===== src/ucrs_pkg.sv =====
// Shared types and constants for the unit cube slab test.
// Holds the payload structs, fixed-point constants and pipeline depths.
// No dependencies.
package ucrs_pkg;

  // Quotient bits resolved by the divider, one per pipeline stage.
  localparam int QW = 33;

  // Divider: operand register, QW step stages, result register.
  localparam int DIV_LAT = QW + 2;

  // Axis lane: divider plus the ordering register.
  localparam int AXIS_LAT = DIV_LAT + 1;

  // Whole pipeline: axis lanes plus the merge register.
  localparam int PIPE_LAT = AXIS_LAT + 1;

  localparam logic signed [17:0] ONE_Q12 = 18'sd4096;
  localparam logic signed [31:0] Q_MAX   = 32'sh7FFF_FFFF;
  localparam logic signed [31:0] Q_MIN   = 32'sh8000_0000;

  typedef struct packed {
    logic signed [15:0] origin_x;
    logic signed [15:0] origin_y;
    logic signed [15:0] origin_z;
    logic signed [15:0] dir_x;
    logic signed [15:0] dir_y;
    logic signed [15:0] dir_z;
    logic        [15:0] object_tag;
  } ray_in_t;

  typedef struct packed {
    logic               hit;
    logic signed [31:0] t_near;
    logic signed [31:0] t_far;
    logic        [15:0] tag_out;
  } ray_out_t;

  // Ordered slab interval of one axis.
  typedef struct packed {
    logic signed [31:0] lo;
    logic signed [31:0] hi;
  } slab_t;

endpackage


===== src/ucrs_div.sv =====
// Pipelined signed divider: (num * 65536) / den, truncated, saturated to 32 bits.
// Restoring division on magnitudes, one quotient bit per stage.
// Depends on ucrs_pkg.
module ucrs_div (
  input  logic               clk,
  input  logic               en,
  input  logic signed [17:0] num,
  input  logic signed [15:0] den,
  output logic signed [31:0] quot
);

  localparam int QW = ucrs_pkg::QW;

  logic [17:0]   num_abs;
  logic [15:0]   den_abs;

  logic [16:0]   rem    [QW+1];
  logic [QW-1:0] dq     [QW+1];
  logic [15:0]   dv     [QW+1];
  logic          neg    [QW+1];
  logic          dz     [QW+1];
  logic          npos   [QW+1];
  logic          nneg   [QW+1];

  logic [16:0]   sh     [QW];
  logic          ge     [QW];
  logic [16:0]   rem_n  [QW];

  logic [QW-1:0] qmag;
  logic [31:0]   qneg;

  assign num_abs = num[17] ? (~num + 18'd1) : num;
  assign den_abs = den[15] ? (~den + 16'd1) : den;

  always_comb begin
    for (int k = 0; k < QW; k++) begin
      sh[k]    = {rem[k][15:0], dq[k][QW-1]};
      ge[k]    = (sh[k] >= {1'b0, dv[k]});
      rem_n[k] = ge[k] ? (sh[k] - {1'b0, dv[k]}) : sh[k];
    end
  end

  assign qmag = dq[QW];
  assign qneg = ~qmag[31:0] + 32'd1;

  always_ff @(posedge clk) begin
    if (en) begin
      rem[0]  <= '0;
      dq[0]   <= {num_abs[16:0], 16'd0};
      dv[0]   <= den_abs;
      neg[0]  <= num[17] ^ den[15];
      dz[0]   <= (den == 16'sd0);
      npos[0] <= !num[17] && (num != 18'sd0);
      nneg[0] <= num[17];
      for (int k = 0; k < QW; k++) begin
        rem[k+1]  <= rem_n[k];
        dq[k+1]   <= {dq[k][QW-2:0], ge[k]};
        dv[k+1]   <= dv[k];
        neg[k+1]  <= neg[k];
        dz[k+1]   <= dz[k];
        npos[k+1] <= npos[k];
        nneg[k+1] <= nneg[k];
      end
      priority if (dz[QW]) begin
        quot <= npos[QW] ? ucrs_pkg::Q_MAX : (nneg[QW] ? ucrs_pkg::Q_MIN : 32'sd0);
      end else if (neg[QW]) begin
        quot <= (qmag > 33'h0_8000_0000) ? ucrs_pkg::Q_MIN : signed'(qneg);
      end else begin
        quot <= (qmag > 33'h0_7FFF_FFFF) ? ucrs_pkg::Q_MAX : signed'(qmag[31:0]);
      end
    end
  end

endmodule


===== src/ucrs_axis.sv =====
// One axis lane: both slab distances through two dividers, then ordered.
// Depends on ucrs_pkg and ucrs_div.
module ucrs_axis (
  input  logic                  clk,
  input  logic                  en,
  input  logic signed [15:0]    orig,
  input  logic signed [15:0]    dir,
  output ucrs_pkg::slab_t       slab
);

  logic signed [17:0] o_ext;
  logic signed [17:0] num_lo;
  logic signed [17:0] num_hi;
  logic signed [31:0] qa;
  logic signed [31:0] qb;

  assign o_ext  = {{2{orig[15]}}, orig};
  assign num_lo = -ucrs_pkg::ONE_Q12 - o_ext;
  assign num_hi = ucrs_pkg::ONE_Q12 - o_ext;

  ucrs_div u_div_lo (.clk(clk), .en(en), .num(num_lo), .den(dir), .quot(qa));
  ucrs_div u_div_hi (.clk(clk), .en(en), .num(num_hi), .den(dir), .quot(qb));

  // Order the pair so lo holds the entry distance.
  always_ff @(posedge clk) begin
    if (en) begin
      if (qa > qb) begin
        slab.lo <= qb;
        slab.hi <= qa;
      end else begin
        slab.lo <= qa;
        slab.hi <= qb;
      end
    end
  end

endmodule


===== config.mk =====
export PLATFORM = sky130hd
export DESIGN_NAME = ucrs_axis
export DESIGN_NICKNAME = d
export VERILOG_FILES = /design/src/ucrs_pkg.sv /design/src/ucrs_div.sv /design/src/ucrs_axis.sv
export SDC_FILE = /design/constraint.sdc
export NUM_CORES = 2
export LEC_CHECK = 0
export BUFFER_PORTS_ARGS = -buffer_cell sky130_fd_sc_hd__buf_2
export CAP_MARGIN = 15
export CORE_UTILIZATION = 46
export DETAILED_ROUTE_END_ITERATION = 16
export SLEW_MARGIN = 40
export SYNTH_ARGS = -nofsm -noshare
export SYNTH_HDL_FRONTEND = slang
export SYNTH_MEMORY_MAX_BITS = 65536
export SYNTH_SLANG_ARGS = --single-unit

===== constraint.sdc =====
create_clock -name clk -period 4 [get_ports clk]
set_input_delay 1.2 -clock clk [delete_from_list [all_inputs] [get_ports clk]]
set_output_delay 1.2 -clock clk [all_outputs]
set_load 0.05 [all_outputs]

* Yosys cells after proc, flatten, opt, wreduce, memory -nomap -nowiden *
Memories as Yosys holds them, arrays and structs flattened.
Index checks and enable logic that the tools add are counted.

word-level totals
  bits of input ports = 34
  memories = 14
  output and inout bits = 64
  bits in writable memories = 4760
  logic and storage cells = 260
  register bits after elaboration = 128

operators by class
  muxes and demuxes = 84
  bitwise logic cells = 7
  magnitude comparators = 71
  reductions and logical operators = 7
  $add $sub $neg = 73

memory list
  name          depth  bits a word  read ports  clocked after Yosys merged registers in  wr ports  line            source
  u_div_hi.dq   34     33           34          0                                        34        ucrs_div.sv:18  logic [QW-1:0] dq [QW+1];
  u_div_lo.dq   34     33           34          0                                        34        ucrs_div.sv:18
  u_div_hi.rem  34     17           33          0                                        34        ucrs_div.sv:17  logic [16:0] rem [QW+1];
  u_div_lo.rem  34     17           33          0                                        34        ucrs_div.sv:17
  u_div_hi.dv   34     16           33          0                                        34        ucrs_div.sv:19  logic [15:0] dv [QW+1];
  u_div_lo.dv   34     16           33          0                                        34        ucrs_div.sv:19
  +8 memories   --     --           --          --                                       --        --

operator list
  kind                                                             number
  2-to-1 mux 17 bit                                                68
  >= comparator 17 x 16 -> 1 bit                                   66
  subtractor 17 x 16 -> 17 bit                                     66
  2-to-1 mux 32 bit                                                12
  greater-than comparator 33 x 31 -> 1 bit, second input constant  2
  greater-than comparator 33 x 32 -> 1 bit, second input constant  2
  adder 32 x 1 -> 32 bit, second input constant                    2
  2-to-1 mux 64 bit                                                1
  NOT 32 bit                                                       2
  nonzero test 18 bit                                              2
  adder 17 x 1 -> 17 bit, second input constant                    2
  NOT 17 bit                                                       2
  greater-than comparator 32 bit                                   1
  subtractor 13 x 16 -> 17 bit, first input constant               1
  subtractor 14 x 16 -> 17 bit, first input constant               1
  adder 16 x 1 -> 16 bit, second input constant                    1
  zero test 16 bit                                                 1
  2-to-1 mux 16 bit                                                1
  NOT 16 bit                                                       1
  logical AND 1 bit                                                2
  zero test 1 bit                                                  2
  2-to-1 mux 1 bit                                                 2
  bitwise XOR 1 bit                                                2

* Depth between registers and ports, before layout *
An unclocked memory read counts as a cell.

  depth in word-level cells = 6
  depth in mapped cells = 14
  depth with buffers taken out = 12

* Cells and area by module *
Synthesis repeated with hierarchy kept, for this count alone.

unflattened totals
  cell total of the unflattened synthesis = 13883
  area total of the unflattened synthesis = 184486.9 um^2

modules (own cells, without submodules)
  module               instances  area each (um^2)  cells an instance
  ucrs_div (u_div_lo)  1          90261.6           6705
  ucrs_div (u_div_hi)  1          89019.1           6608
  ucrs_axis            1          5206.2            570

* Worst setup path after synthesis *
OpenSTA, ideal clock, no wires.

  kind = input port to flip-flop
  start = input orig[0]
  end = memory u_div_lo.dq[0][32], data pin
  stages on the path = 14
  arrival = 3.730 ns
  buffers on the path = 3
  setup time = 0.256 ns
  data required time = 3.744 ns
  setup slack = 0.013 ns
  path through = buf_2 > inv_1 > ha_1 > clkbuf_1 > or3b_1 > a2111oi_0 > o21a_1 > nor2b_1 > and3_1 > buf_2 > and3_1 > nand3_1 > ha_1 > nor2_1

RTL lines
  item                line            source
  start: declaration  ucrs_axis.sv:6  input logic signed [15:0] orig,
  end: declaration    ucrs_div.sv:18

==> results.ini <==
[route]
via_per_inst=5.55
vias=101467
dr.pass1.iters=6
post-route-drc-count=0
drt_wl_total_um=390000
antenna_left=0
avgRoutedWirePerCell_um=21.3
drt_iter0_drc=8202

[power]
power_density_nw_per_um2=770
p_leak_uw=0.0701
ir_drop_uv=388

[timing]
fmax_ghz=0.267
slew_viol_final=0
finClkSkew_ns=0.0845
hold_viol_final=0
rsz0062_at_grt=no
fin_crit_ns=3.74
final_min_period_over_clock_period=0.936
worst_pin_slew_ns=0.857
max_slew_margin=0.429
worst_slack_ns=0.257
setup_viol=0
setup-tns-final_ns=0

[worst_setup_path]
r2r.worst_path.cells=9
worst-path-max-fanout=4
path_class=flop to flop
slowest_delay_ns=0.64
reg2reg_setup_slack_ns=0.26
cp-end-kind=flop
crit_path_top_delay_cell=nor3_1
critical-path-top-delay-family=compound AO/OA/AOI/OAI gates
crit_required_ns=4.65
crit_buf_inv=1
cp_cell_sequence=inv_1 > ha_1 > nor2b_1 > o21a_1 > o21ai_0 > a311oi_1 > o41ai_2 > a21boi_0 > nor3_1
r2r_end=u_div_hi.rem[7][15]
start_kind=flop
r2r-start=u_div_lo.dv[6][1]
worstPathArrival_ns=4.39

[synthesis]
synthArstFlopShare=0
synth.largest_area_cell=edfxtp_1
synth-edff-count=3329
avgSynthCellArea_um2=12.8
synthesis.nets=13930
ys_seq_area_frac=0.613
synthesis.area_um2=163000
yosys_most_used_dff=edfxtp_1
synth_cell_types=98
yosysWarnings=0
ys_ff_latch=3329
syn_inst=12769
synth_top_area_frac=0.613
synth.area.top_cells=edfxtp_1 61%, ha_1 8.2%, a21oi_1 3.2%

[global_routing]
grt_max_degree=136
grt_pass1_wl_um=591000
grt_overflow=0
grt_pass1_vias=99980
antenna_found_initial=11
grt_util_all_layers=0.213

[clock_tree]
cts_tree=yes
cts_resized=0
cts_sinks=3329
hold_buffers=0
cts_buffer_depth=4
path_clk_slew_ns=0.07
cts_root_buf=clkbuf_16
clock_latency_ns=0.95
cts-htree-levels=5
post-cts-setup-buffers=0
cts-buffers-inserted=357

[cells_and_area]
area_growth_pct=12.2
drive_gt1_frac=0.0985
final_common_cell=edfxtp_1
fin_nets=14412
layout_common_cells=3329 x edfxtp_1, 1065 x ha_1, 1033 x a21oi_1, 967 x inv_1, 900 x nor2_1
final_util=0.519

[placed_design]
gp_congestion=0.938
pre_cts_slack_ns=-0.0665
io_buffers=97
dp_hpwl_um=294000

[flow_run]
drv_cap=0

[die]
start_util=0.463
rows=218
coreArea_um2=353000
dieWidth_um=597
die_y_um=597
io_pins=98
dieArea_um2=357000

[worst_hold_path]
hold_path_end=u_div_hi.dq[7][31]
hp-class=flop to flop
hold_path_depth=0
hp-start=u_div_hi.dq[6][30]

[run_status]
status=completed

[synth_stat cells (57+ instances only)]
cell type and count:
o21a_1 179, edfxtp_1 3329, and3_1 74, or3_1 73, o21ai_0 634, ha_1 1065, nand2_1 638, nor4_1 86
a21oi_1 1051, a21boi_0 70, xor2_1 252, a211oi_1 105, mux2_2 293, and2_1 63, nand3_1 178, nand4_1 160
xnor2_1 467, nor2_1 901, a31oi_1 119, nor2b_1 167, o31ai_1 86, fa_1 62, nand2b_1 158, or2_2 66
o21ai_1 57, nor3_1 247, inv_1 967, clkbuf_1 181, a21o_1 328
[through the flow]
stage / power (uW) / hold slack, ns / std cells / area, um^2
floorplan: 90700 / 0.400 / 12769 / 163000
global placement: 107000 / 0.400 / 17622 / 171000
detailed placement: 108000 / 0.405 / 17622 / 171000
CTS: 142000 / 0.371 / 18269 / 183000
global route: 149000 / 0.387 / 18282 / 183000
finish: 141000 / 0.381 / 18283 / 183000
[sequential cells by signal (all words and copies together) (netlist names), 18 cells and up]
| register | count |
|---|---|
| u_div_hi.quot | 32 |
| slab | 64 |
| u_div_lo.rem | 512 |
| u_div_hi.npos | 34 |
| u_div_hi.nneg | 34 |
| u_div_lo.npos | 34 |
| u_div_lo.quot | 32 |
| u_div_hi.neg | 34 |
| u_div_lo.dz | 18 |
| u_div_lo.nneg | 34 |
| u_div_hi.rem | 512 |
| u_div_hi.dq | 699 |
| u_div_lo.dq | 712 |
| u_div_lo.dv | 240 |
| u_div_lo.neg | 34 |
| u_div_hi.dv | 288 |
[logic make-up after synthesis]
| group | Yosys count | share of synthesized area |
|---|---|---|
| multiplexers | 347 | 0.0237 |
| AO/OA/AOI/OAI | 3091 | 0.119 |
| XOR/XNOR | 719 | 0.0386 |
| AND/OR/NAND/NOR | 2970 | 0.0892 |
| buffers and inverters | 1185 | 0.0275 |
| adder cells (fa/ha/maj) | 1128 | 0.0894 |
| flip-flops | 3329 | 0.613 |
[cell type report]
type | count | area (um^2)
Antenna cell | 14 | 35.0
Clock buffer | 410 | 9200
Clock inverter | 237 | 2510
Fill cell | 29818 | 170000
Inverter | 978 | 3670
Multi-Input combinational cell | 8255 | 59000
Sequential cell | 3329 | 100000
Tap cell | 4730 | 5920
Timing Repair Buffer | 330 | 2800
[metal layers]
metal  routed length [um]  share of wire  track usage
met4                13200          0.034       0.0702
met2               191000           0.49        0.370
met5                    0              0            0
met3                16000          0.041       0.0244
met1               169000           0.43        0.279
[how the worst max path moves through the flow]
stage | from | endpoint | slack, ns | cells past startpoint
2_1_floorplan | orig[0] | u_div_lo.dq[0][32] | 0.01 | 14
3_3_place_gp | orig[0] | u_div_lo.dq[0][32] | -0.25 | 13
3_5_place_dp | orig[0] | u_div_lo.dq[0][32] | -0.07 | 13
4_1_cts | u_div_lo.dv[6][1] | u_div_hi.rem[7][15] | 0.13 | 9
5_1_grt | u_div_hi.dv[28][1] | u_div_hi.rem[29][1] | 0.13 | 10
6_report | u_div_lo.dv[6][1] | u_div_hi.rem[7][15] | 0.26 | 9
[power breakdown]
| part | switching (uW) | internal [uW] |
|---|---|---|
| clock | 13800 | 19100 |
| sequential | 5390 | 49200 |
| combinational | 31100 | 22400 |
| total | 50300 | 90600 |
[worst reg2reg max path: cells and delay by family (launching register included)]
family,cells,cell delay (ns)
AOI/OAI and AO/OA,5,1.78
and+or+nand+nor,2,0.77
DFF,1,0.47
buffers and inverters,1,0.11
adders and majority gates,1,0.30
(Power assumes the default switching activity.)
